$ cat config.mk
export PLATFORM = sky130hd
export DESIGN_NAME = indexed_list_insert_delete_core_flat
export DESIGN_NICKNAME = d
export VERILOG_FILES = /design/src/hdl/ill_pkg.sv /design/src/hdl/ill_if.sv /design/src/hdl/ill_ram.sv /design/src/hdl/indexed_list_insert_delete_core.sv /design/src/flat_wrapper.sv
export SDC_FILE = /design/constraint.sdc
export NUM_CORES = 2
export LEC_CHECK = 0
export BUFFER_PORTS_ARGS = -buffer_cell sky130_fd_sc_hd__buf_2
export CAP_MARGIN = 25
export CELL_PAD_IN_SITES_DETAIL_PLACEMENT = 0
export CELL_PAD_IN_SITES_GLOBAL_PLACEMENT = 2
export CORE_MARGIN = 8
export CORE_UTILIZATION = 40
export CTS_BUF_LIST = sky130_fd_sc_hd__clkbuf_4 sky130_fd_sc_hd__clkbuf_8
export CTS_CLUSTER_SIZE = 12
export DETAILED_ROUTE_END_ITERATION = 10
export PLACE_DENSITY_LB_ADDON = 0.1
export SYNTH_ARGS = -nofsm -noshare
export SYNTH_HDL_FRONTEND = slang
export SYNTH_SLANG_ARGS = --single-unit
$ cat constraint.sdc
create_clock -name clk -period 14.5 [get_ports clk]
set_input_delay 1.45 -clock clk [delete_from_list [all_inputs] [get_ports clk]]
set_output_delay 1.45 -clock clk [all_outputs]
set_load 0.005 [all_outputs]
$ cat src/hdl/ill_pkg.sv
package ill_pkg;

  localparam int CAPACITY   = 64;
  localparam int DATA_WIDTH = 32;

  // Fixed field widths of the request and result channels
  localparam int CMD_W  = 3;
  localparam int POS_W  = 7;
  localparam int VAL_W  = 32;
  localparam int LEN_W  = 7;
  localparam int STAT_W = 2;

  localparam int ADDR_W = $clog2(CAPACITY);
  localparam int CNT_W  = $clog2(CAPACITY + 1);
  localparam int CMP_W  = (CNT_W > POS_W) ? CNT_W : POS_W;

  typedef logic [ADDR_W-1:0]     addr_t;
  typedef logic [CNT_W-1:0]      count_t;
  typedef logic [DATA_WIDTH-1:0] data_t;

  typedef enum logic [CMD_W-1:0] {
    CMD_READ       = 3'd0,
    CMD_PUSH_FRONT = 3'd1,
    CMD_PUSH_BACK  = 3'd2,
    CMD_INSERT     = 3'd3,
    CMD_POP_FRONT  = 3'd4,
    CMD_POP_BACK   = 3'd5,
    CMD_DELETE     = 3'd6,
    CMD_CLEAR      = 3'd7
  } cmd_t;

  typedef enum logic [STAT_W-1:0] {
    ST_OK     = 2'd0,
    ST_BADPOS = 2'd1,
    ST_EMPTY  = 2'd2,
    ST_FULL   = 2'd3
  } status_t;

endpackage

$ cat src/hdl/ill_if.sv
interface ill_cmd_if import ill_pkg::*; ();
  logic                    valid;
  logic                    ready;
  logic [CMD_W-1:0]        command;
  logic [POS_W-1:0]        position;
  logic signed [VAL_W-1:0] value;

  modport source (output valid, command, position, value, input ready);
  modport sink (input valid, command, position, value, output ready);
endinterface

interface ill_res_if import ill_pkg::*; ();
  logic                    valid;
  logic                    ready;
  logic signed [VAL_W-1:0] read_value;
  logic [LEN_W-1:0]        list_length;
  status_t                 status;

  modport source (output valid, read_value, list_length, status, input ready);
  modport sink (input valid, read_value, list_length, status, output ready);
endinterface

$ cat src/hdl/ill_ram.sv
module ill_ram #(
  parameter int DEPTH = 64,
  parameter int WIDTH = 32
) (
  input  logic                     clk,
  input  logic                     we,
  input  logic [$clog2(DEPTH)-1:0] waddr,
  input  logic [WIDTH-1:0]         wdata,
  input  logic [$clog2(DEPTH)-1:0] raddr,
  output logic [WIDTH-1:0]         rdata
);

  logic [WIDTH-1:0] mem [DEPTH];

  always_ff @(posedge clk) begin
    if (we) begin
      mem[waddr] <= wdata;
    end
    rdata <= mem[raddr];
  end

endmodule

$ cat src/hdl/indexed_list_insert_delete_core.sv
// Ordered list of up to CAPACITY signed entries held in one single-port-write,
// registered-read RAM. Each request (read, push front/back, insert, pop
// front/back, delete, clear) gives exactly one result: the value read (zero
// unless a read succeeds), the length after the request and a status (ok,
// bad position, empty, full). After reset the list holds one zero entry; the
// first cycle after reset writes that entry and no request is taken then.
// Path of a request from acceptance to the result entering the output
// register: clear, pop back, popping the only entry and every failed request
// go there directly; a read first waits for the registered RAM read; an
// append (push back, or an insert or push front at the end of the list)
// writes the value; an insert or push front that moves entries first shifts
// them towards the end, last entry first, then writes the value; a delete or
// pop front that moves entries shifts the later entries towards the front.
// The RAM write port moves one entry per cycle while the gap is opened or
// closed. A finished result waits in the output register, so the next
// request may be accepted meanwhile; a result that finds the output register
// still occupied and not being taken holds until it is.
module indexed_list_insert_delete_core import ill_pkg::*; (
  input  logic clk,
  input  logic rst,
  ill_cmd_if.sink   cmd,
  ill_res_if.source res
);

  typedef enum logic [2:0] {
    S_INIT, S_IDLE, S_SHIFT, S_TAIL, S_PUTVAL, S_RDWAIT, S_PUT
  } state_t;

  state_t  state;
  count_t  count;
  logic    up;        // shift direction: towards the end when set
  logic    pipe;      // rdata carries an entry to move
  addr_t   rd_addr;
  addr_t   end_addr;
  addr_t   src;       // address that rdata came from
  addr_t   tgt;       // slot for the inserted value
  data_t   ins_val;

  logic signed [VAL_W-1:0] res_value;
  logic [LEN_W-1:0]        res_len;
  status_t                 res_status;

  logic                    out_valid;
  logic signed [VAL_W-1:0] out_value;
  logic [LEN_W-1:0]        out_len;
  status_t                 out_status;

  // RAM port signals
  logic  mem_we;
  addr_t mem_waddr;
  data_t mem_wdata;
  addr_t mem_raddr;
  data_t mem_rdata;

  // Decode of the request at the input
  logic             accept;
  cmd_t             cmd_e;
  logic             full;
  logic             empty;
  logic [CMP_W-1:0] pos_c;
  logic [CMP_W-1:0] cnt_c;
  logic [CMP_W-1:0] ins_p;
  logic [CMP_W-1:0] del_p;
  status_t          dec_status;
  count_t           dec_count;
  state_t           dec_next;
  logic             dec_up;
  addr_t            dec_start;
  addr_t            dec_end;
  addr_t            dec_tgt;
  addr_t            shift_waddr;

  assign cmd.ready = (state == S_IDLE);
  assign accept    = cmd.valid && cmd.ready;

  assign res.valid       = out_valid;
  assign res.read_value  = out_value;
  assign res.list_length = out_len;
  assign res.status      = out_status;

  assign cmd_e = cmd_t'(cmd.command);
  assign full  = (count == CNT_W'(CAPACITY));
  assign empty = (count == '0);
  assign pos_c = CMP_W'(cmd.position);
  assign cnt_c = CMP_W'(count);

  always_comb begin
    dec_status = ST_OK;
    dec_count  = count;
    dec_next   = S_PUT;
    dec_up     = 1'b1;
    dec_start  = '0;
    dec_end    = '0;
    dec_tgt    = '0;
    ins_p      = '0;
    del_p      = '0;
    unique case (cmd_e)
      CMD_READ: begin
        if (empty) begin
          dec_status = ST_EMPTY;
        end else if (pos_c >= cnt_c) begin
          dec_status = ST_BADPOS;
        end else begin
          dec_next = S_RDWAIT;
        end
      end
      CMD_PUSH_FRONT, CMD_PUSH_BACK, CMD_INSERT: begin
        if (cmd_e == CMD_PUSH_FRONT) begin
          ins_p = '0;
        end else if (cmd_e == CMD_PUSH_BACK) begin
          ins_p = cnt_c;
        end else begin
          ins_p = pos_c;
        end
        if (full) begin
          dec_status = ST_FULL;
        end else if (ins_p > cnt_c) begin
          dec_status = ST_BADPOS;
        end else begin
          dec_count = count + 1'b1;
          dec_tgt   = ADDR_W'(ins_p);
          if (ins_p == cnt_c) begin
            // append: no entry moves
            dec_next = S_PUTVAL;
          end else begin
            dec_next  = S_SHIFT;
            dec_up    = 1'b1;
            dec_start = ADDR_W'(count - 1'b1);
            dec_end   = ADDR_W'(ins_p);
          end
        end
      end
      CMD_POP_FRONT, CMD_POP_BACK, CMD_DELETE: begin
        if (cmd_e == CMD_POP_FRONT) begin
          del_p = '0;
        end else if (cmd_e == CMD_POP_BACK) begin
          del_p = cnt_c - 1'b1;
        end else begin
          del_p = pos_c;
        end
        if (empty) begin
          dec_status = ST_EMPTY;
        end else if (del_p >= cnt_c) begin
          dec_status = ST_BADPOS;
        end else begin
          dec_count = count - 1'b1;
          if (del_p != cnt_c - 1'b1) begin
            dec_next  = S_SHIFT;
            dec_up    = 1'b0;
            dec_start = ADDR_W'(del_p + 1'b1);
            dec_end   = ADDR_W'(count - 1'b1);
          end
        end
      end
      CMD_CLEAR: begin
        dec_count = '0;
      end
    endcase
  end

  // Move each entry one place towards the end or the front
  assign shift_waddr = up ? addr_t'(src + 1'b1) : addr_t'(src - 1'b1);

  always_comb begin
    mem_we    = 1'b0;
    mem_waddr = shift_waddr;
    mem_wdata = mem_rdata;
    mem_raddr = (state == S_IDLE) ? ADDR_W'(cmd.position) : rd_addr;
    unique case (state)
      S_INIT: begin
        mem_we    = 1'b1;
        mem_waddr = '0;
        mem_wdata = '0;
      end
      S_SHIFT: begin
        mem_we = pipe;
      end
      S_TAIL: begin
        mem_we = 1'b1;
      end
      S_PUTVAL: begin
        mem_we    = 1'b1;
        mem_waddr = tgt;
        mem_wdata = ins_val;
      end
      S_IDLE, S_RDWAIT, S_PUT: begin
        mem_we = 1'b0;
      end
    endcase
  end

  ill_ram #(
    .DEPTH(CAPACITY),
    .WIDTH(DATA_WIDTH)
  ) u_ram (
    .clk  (clk),
    .we   (mem_we),
    .waddr(mem_waddr),
    .wdata(mem_wdata),
    .raddr(mem_raddr),
    .rdata(mem_rdata)
  );

  always_ff @(posedge clk) begin
    if (rst) begin
      state     <= S_INIT;
      count     <= CNT_W'(1);
      out_valid <= 1'b0;
      pipe      <= 1'b0;
    end else begin
      // drop the result once taken, unless a new one is loaded below
      if (res.ready && state != S_PUT) begin
        out_valid <= 1'b0;
      end
      unique case (state)
        S_INIT: begin
          state <= S_IDLE;
        end
        S_IDLE: begin
          if (accept) begin
            count      <= dec_count;
            res_status <= dec_status;
            res_len    <= LEN_W'(dec_count);
            res_value  <= '0;
            up         <= dec_up;
            rd_addr    <= dec_start;
            end_addr   <= dec_end;
            tgt        <= dec_tgt;
            ins_val    <= DATA_WIDTH'($unsigned(cmd.value));
            pipe       <= 1'b0;
            state      <= dec_next;
          end
        end
        S_SHIFT: begin
          pipe <= 1'b1;
          src  <= rd_addr;
          if (rd_addr == end_addr) begin
            state <= S_TAIL;
          end else begin
            rd_addr <= up ? addr_t'(rd_addr - 1'b1) : addr_t'(rd_addr + 1'b1);
          end
        end
        S_TAIL: begin
          state <= up ? S_PUTVAL : S_PUT;
        end
        S_PUTVAL: begin
          state <= S_PUT;
        end
        S_RDWAIT: begin
          // sign-extend from the stored width
          res_value <= VAL_W'($signed(mem_rdata));
          state     <= S_PUT;
        end
        S_PUT: begin
          // hold until the output register is free
          if (!out_valid || res.ready) begin
            out_valid  <= 1'b1;
            out_value  <= res_value;
            out_len    <= res_len;
            out_status <= res_status;
            state      <= S_IDLE;
          end
        end
      endcase
    end
  end

endmodule
$ cat src/flat_wrapper.sv
// flat-port wrapper written by rule: the top's interface ports become plain ports
module indexed_list_insert_delete_core_flat import ill_pkg::*;
  (clk, rst, cmd_valid, cmd_command, cmd_position, cmd_value, cmd_ready, res_valid, res_read_value, res_list_length, res_status, res_ready);
  ill_cmd_if cmd_i ();
  ill_res_if res_i ();
  input  logic clk;
  input  logic rst;
  input wire logic [$bits(cmd_i.valid)-1:0] cmd_valid;
  input wire logic [$bits(cmd_i.command)-1:0] cmd_command;
  input wire logic [$bits(cmd_i.position)-1:0] cmd_position;
  input wire logic [$bits(cmd_i.value)-1:0] cmd_value;
  output wire logic [$bits(cmd_i.ready)-1:0] cmd_ready;
  output wire logic [$bits(res_i.valid)-1:0] res_valid;
  output wire logic [$bits(res_i.read_value)-1:0] res_read_value;
  output wire logic [$bits(res_i.list_length)-1:0] res_list_length;
  output wire logic [$bits(res_i.status)-1:0] res_status;
  input wire logic [$bits(res_i.ready)-1:0] res_ready;
  assign cmd_i.valid = cmd_valid;
  assign cmd_i.command = cmd_command;
  assign cmd_i.position = cmd_position;
  assign cmd_i.value = cmd_value;
  assign cmd_ready = cmd_i.ready;
  assign res_valid = res_i.valid;
  assign res_read_value = res_i.read_value;
  assign res_list_length = res_i.list_length;
  assign res_status = res_i.status;
  assign res_i.ready = res_ready;
  indexed_list_insert_delete_core u_core (.clk(clk), .rst(rst), .cmd(cmd_i), .res(res_i));
endmodule
== After elaboration in Yosys (flattened, before gate mapping) ==
Memories as Yosys holds them, arrays and structs flattened. A register that Yosys moved wholly into a read port is not among the register bits.
Cells that the tools add are included.

* Register bits: 151
* Memories kept: 1
* Bits in writable memories: 2,048

{| class="wikitable"
|+ Memory list
! name !! words !! bits a word !! read ports !! clocked after Yosys merged registers in !! wr ports !! RTL line !! source
|-
| u_core.u_ram.mem || 64 || 32 || 1 || 1 || 1 || ill_ram.sv:13 || <nowiki>logic [WIDTH-1:0] mem [DEPTH];</nowiki>
|}

* Reductions and logical operators: 24
* Muxes and demuxes: 65
* Eq/ne operators: 22
* Order comparisons: 3
* $add $sub $neg: 7
* Bitwise operators: 3

{| class="wikitable"
|+ Operators with widths
! cell !! count
|-
| 32-bit case mux with 2 select lines || 2
|-
| 6-bit two-way mux || 17
|-
| 7-bit two-way mux || 10
|-
| 6-bit case mux with 2 select lines || 4
|-
| 32-bit two-way mux || 1
|-
| 3-bit two-way mux || 10
|-
| 3-bit equality test (second input constant) || 7
|-
| 7-bit case mux with 3 select lines || 1
|-
| 6-bit by 1-bit adder with 6-bit output (second input constant) || 3
|-
| 3-bit case mux with 6 select lines || 1
|-
| 3-bit OR reduction || 6
|-
| 7-bit greater-or-equal comparator || 2
|-
| 3-bit by 2-bit equality test with 1-bit output (second input constant) || 4
|-
| 3-bit AND reduction || 4
|-
| 6-bit by 1-bit subtractor with 6-bit output (second input constant) || 2
|-
| 1-bit two-way mux || 10
|-
| 2-bit two-way mux || 5
|-
| 3-bit case mux with 3 select lines || 1
|-
| 7-bit by 1-bit adder with 7-bit output (second input constant) || 1
|-
| 7-bit equality test || 1
|-
| 7-bit equality test (second input constant) || 1
|-
| 7-bit greater-than comparator || 1
|-
| 7-bit zero test || 1
|-
| 7-bit != test || 1
|-
| 18 further kinds || 28
|}

== Depth between registers and ports, before layout ==
* Word-level depth: 11
* Depth in mapped cells: 15

== Cells and area by module ==
Synthesis repeated with hierarchy kept, for this count alone.

* Cells, all modules: 4,224
* Area total of the unflattened synthesis: 86,785.7 µm²

{| class="wikitable"
|+ Modules (own cells, without submodules)
! module !! area each (µm²) !! seq. area each (µm²) !! instances !! cells each
|-
| ill_ram || 79,039.6 || 62,139.6 || 1 || 3,511
|-
| indexed_list_insert_delete_core || 7,746.2 || 4,414.2 || 1 || 713
|}

== Worst setup path after synthesis ==
Ideal clock, no wire load.

* Kind: input-to-reg
* Start point: in rst
* End point: reg u_core.out_len[0] (netlist: u_core.res.list_length[0]), enable pin
* Setup time: 499 ps
* Path buffers: 2
* Data required time: 14,001 ps
* Arrival: 4,860 ps
* Stages: 3
* Path slack: 9,141 ps
* Cell sequence: buf_2 > clkbuf_1 > nor3b_1

* Word-level cells in the longest chain between the ends: 2

{| class="wikitable"
|+ Ends and longest elaborated chain
! element !! RTL line !! source
|-
| start, declared || flat_wrapper.sv:7 || <nowiki>input logic rst;</nowiki>
|-
| 1-bit NOT (no source line) || n/a ||
|-
| 3-bit AND reduction (no source line) || n/a ||
|-
| end signal, assigned || indexed_list_insert_delete_core.sv:259 || <nowiki>out_len <= res_len;</nowiki>
|-
| end, declared || indexed_list_insert_delete_core.sv:45 || <nowiki>logic [LEN_W-1:0] out_len;</nowiki>
|}

No other way between the ends.
A chain may end at the register's enable or synchronous reset.

== Final worst setup path ==
* Start point: reg u_core.state[0]
* End point: reg u_core.u_ram.rdata[3], read port of u_core.u_ram.mem

* Word-level cells in the longest chain between the ends: 2

{| class="wikitable"
|+ Ends and longest elaborated chain
! element !! RTL line !! source
|-
| start, declared || indexed_list_insert_delete_core.sv:29 || <nowiki>state_t state;</nowiki>
|-
| start signal, assigned || indexed_list_insert_delete_core.sv:231 || <nowiki>state <= dec_next;</nowiki>
|-
| start signal, assigned || indexed_list_insert_delete_core.sv:244 || <nowiki>state <= up ? S_PUTVAL : S_PUT;</nowiki>
|-
| 3-bit by 1-bit equality test with 1-bit output || indexed_list_insert_delete_core.sv:168 || <nowiki>mem_raddr = (state == S_IDLE) ? ADDR_W'(cmd.position) : rd_addr;</nowiki>
|-
| 6-bit two-way mux || indexed_list_insert_delete_core.sv:168 ||
|-
| end, declared || ill_ram.sv:10 || <nowiki>output logic [WIDTH-1:0] rdata</nowiki>
|}

No other way between the ends.

==> flow_metrics.py <==
metrics = {
    "run_status": {
        "status": "complete, no violations",
    },
    "routing": {
        "detail_route.wl_per_cell_um": 34.5,
        "totalWireLength_um": 330000,
        "num_vias": 55900,
        "drtPass1Iterations": 6,
        "remaining_drc_errors": 0,
        "drt_iter0_drc": 6791,
        "final_antenna_net_count": 0,
        "drt-vias-per-instance": 5.84,
    },
    "floorplan": {
        "die_area_mm2": 0.238,
        "io_pins": 89,
        "die_w_um": 488,
        "initial_core_util_pct": 40.1,
        "placementRows": 173,
        "fp.coreArea_mm2": 0.222,
        "die_y_um": 488,
    },
    "cts": {
        "cts_setup_buffers": 0,
        "cts_resized": 0,
        "cts_htree_levels": 5,
        "cts_tree": "done",
        "cts_sinks": 2231,
        "clk_path_buf_depth": 4,
        "clk_pin_slew_ps": 60,
        "cts_hold_buf": 0,
        "root_buffer": "clkbuf_8",
        "clk_latency_ps": 1110,
        "cts_made_buffers": 398,
    },
    "final_layout": {
        "final_area_mm2": 0.101,
        "drive_gt1_share_pct": 18.4,
        "multi_input_comb_area_mm2": 0.0208,
        "syn_to_final_growth_pct": 13.9,
        "fill_cells": 19700,
        "seqCellArea_mm2": 0.0666,
        "nNetsFinal": 6365,
    },
    "synth": {
        "syn_area_mm2": 0.0890,
        "synth.area.top_cells": "edfxtp_1, nand2_1, mux4_2, nand3_1, mux2i_1",
        "synth_area_leader_cell": "edfxtp_1",
        "synth-edff-count": 2187,
        "ys_ff_latch": 2231,
        "syn_nets": 6001,
        "synth_cell_types": 79,
        "ys_seq_area_share_pct": 74.8,
        "synth_ff_type": "edfxtp_1",
        "ys_async_sr_fraction_pct": 0,
        "synth_top_area_share_pct": 73.8,
        "synth_warnings": 0,
        "syn_avg_cell_area_um2": 15.0,
        "syn-instance-count": 5920,
    },
    "placement": {
        "port_buffers": 88,
        "routabilityCongestion": 0.836,
        "dp_hpwl_um": 191000,
        "placed_area_mm2": 0.0938,
    },
    "setup_path": {
        "critPathCaptureType": "register",
        "cp_slowest_cell": "nand4_1",
        "cpPeakStageDelay_ps": 890,
        "cp_max_fo": 49,
        "crit_type": "register to register",
        "cp_cell_sequence": "or3b_4, buf_4, a21oi_4, buf_4, buf_4, buf_4, mux4_2, nand4_1, nand4_1, or3_1",
        "crit_top_cell": "buf_4",
        "cp.arrival_ps": 7490,
        "crit_family": "simple AND/OR/NAND/NOR gates",
        "cp_num_buf_inv": 4,
        "cp-start-kind": "register",
        "critPathRequiredTime_ps": 15460,
    },
    "sta": {
        "final_hold_viol_count": 0,
        "period_needed_ps": 6530,
        "slew_headroom_pct": 20.7,
        "fin_crit_sh_pct": 45.1,
        "fin_skew_ps": 79.9,
        "setup_viol": 0,
        "rsz0062_at_grt": "false",
        "tightest_slew_ps": 1190,
        "clock.fmax_mhz": 153,
        "drv_slew": 0,
        "setup_tns_ps": 0,
    },
    "pwr": {
        "p_switching_w": 0.00829,
        "peakVddDrop_v": 0.000150,
        "power.share.switching_pct": 38.1,
        "clkPwrFrac_pct": 26.3,
        "internal-power_w": 0.0134,
        "power_density_mw_per_mm2": 214,
        "p_leak_nw": 34.4,
        "p_comb_share_pct": 32.4,
        "p_seq_share_pct": 41.4,
    },
    "global_route": {
        "gr-usage-all-layers_pct": 27.0,
        "grt_overflow": 0,
        "grt_max_degree": 133,
        "grt_pass1_vias": 54100,
        "grt_pass1_wl_um": 449000,
        "grt_antenna_before_repair": 24,
    },
    "min_path": {
        "hp-class": "register to register",
    },
    "flow_run": {
        "max_cap_viol_count": 0,
    },
}
-- cell usage after synthesis (16+ instances only) --
cell / count
a2111oi_0: 37
edfxtp_1: 2187
a211oi_1: 85
nand4_1: 67
or4_1: 21
o22ai_1: 16
nor3_1: 79
mux2i_1: 245
buf_1: 33
nand2_1: 1212
or3_1: 20
ha_1: 33
xnor2_1: 17
a21oi_1: 107
a32oi_1: 37
nor2b_1: 16
a22oi_1: 54
dfxtp_1: 44
a31oi_1: 46
and3_1: 17
a311oi_1: 53
clkbuf_1: 151
o2111ai_1: 40
nor2_1: 111
nand3_1: 534
and2_1: 40
buf_6: 40
inv_1: 79
buf_4: 24
mux4_2: 125
buf_2: 117
o211ai_1: 22
o21ai_0: 48
-- cell families (layout without fill, tap and decap cells) --
kind of cell / after synthesis / in the layout / synth area share [%]
AOI/OAI and AO/OA: 643 / 643 / 5.25
muxes: 375 / 375 / 5.99
adders and majority gates: 35 / 35 / 0.509
other: 0 / 24 / 0
xor gates and xnor gates: 25 / 25 / 0.261
DFF: 2231 / 2231 / 74.8
buffers and inverters: 448 / 1100 / 2.54
and+or+nand+nor: 2163 / 2163 / 10.7
-- worst register-to-register path: cells and delay by family (launching register included) --
kind | cells | cell delay [ps]
muxes | 1 | 620
AOI/OAI and AO/OA | 1 | 200
DFF | 1 | 820
buffers and inverters | 4 | 2410
and+or+nand+nor | 4 | 2400
-- state kept, by name (all words and copies together), names as in the netlist --
name	count
u_core.res_value	32
u_core.res.status	2
u_core.res.valid	1
u_core.end_addr	6
u_core.ins_val	32
u_core.src	6
u_core.u_ram.rdata	32
u_core.u_ram.mem	2048
u_core.res_len	7
u_core.cnt_c	7
u_core.state	3
u_core.up	1
u_core.res.read_value	32
u_core.rd_addr	6
u_core.res_status	2
u_core.pipe	1
u_core.res.list_length	7
u_core.tgt	6
-- final timing paths --
check,endpoint,start,slack (ps),depth (start not counted)
hold / removal,u_core.res.read_value[29],u_core.res_value[29],380,0
setup / recovery,u_core.u_ram.rdata[3],u_core.state[0],7970,10
hold reg to reg,u_core.res.read_value[29],u_core.res_value[29],380,0
setup reg to reg,u_core.u_ram.rdata[3],u_core.state[0],7970,10
-- power groups by stage --
stage	Combinational, W	Clock (W)	Sequential (W)
2_1_floorplan	0.00389	0	0.00895
3_3_place_gp	0.00694	0	0.00909
3_5_place_dp	0.00702	0	0.00910
4_1_cts	0.00703	0.00582	0.00897
5_1_grt	0.00739	0.00607	0.00900
6_report	0.00703	0.00571	0.00899
-- layout by cell type (no fill, tap or decap), drive strengths merged, types with 16 or more instances in the layout --
cell and n:
and2 40, clkinv 125, and3 17, or3 20, dfxtp 44, a31oi 46
nor2b 16, nand2 1212, o211ai 22, mux4 125, buf 331, xnor2 17
nor3 81, a211oi 85, edfxtp 2187, or4 21, inv 80, diode 24
mux2i 247, ha 33, nand3 534, clkbuf 555, a22oi 54, a2111oi 39
a21oi 109, o22ai 16, a32oi 37, o21ai 60, nor2 116, o2111ai 40
a311oi 53, nand4 67
-- routing by layer --
| layer | routed length, µm | vias up | global-route usage [%] |
|---|---|---|---|
| met2 | 151000 | 2665 | 42.1 |
| met4 | 12300 | 10 | 9.94 |
| met3 | 26600 | 596 | 4.96 |
| met5 | 64 | - | 0 |
| met1 | 141000 | 29200 | 38.0 |
| li1 | - | 23500 | - |
-- area by class of cell --
| type | instances | share of cell area (%) |
|---|---|---|
| Tap cell | 2975 | 3.67 |
| Clock buffer | 554 | 6.69 |
| Multi-Input combinational cell | 3241 | 20.6 |
| Antenna cell | 24 | 0.0592 |
| Sequential cell | 2231 | 65.6 |
| Timing Repair Buffer | 332 | 2.39 |
| Inverter | 80 | 0.296 |
| Clock inverter | 134 | 0.739 |
-- through the flow --
step / utilization, % / setup WS [ps] / instances / power [W] / hold WS (ps)
floorplan: - / 9140 / 5920 / 0.0128 / 400
global placement: 42.2 / 7800 / 8845 / 0.0160 / 401
detailed placement: 42.3 / 7730 / 8854 / 0.0161 / 405
CTS: 45.7 / 8090 / 9542 / 0.0218 / 387
global route: 45.7 / 7920 / 9557 / 0.0225 / 394
finish: 45.7 / 7970 / 9571 / 0.0217 / 381
(Power assumes the default switching activity.)
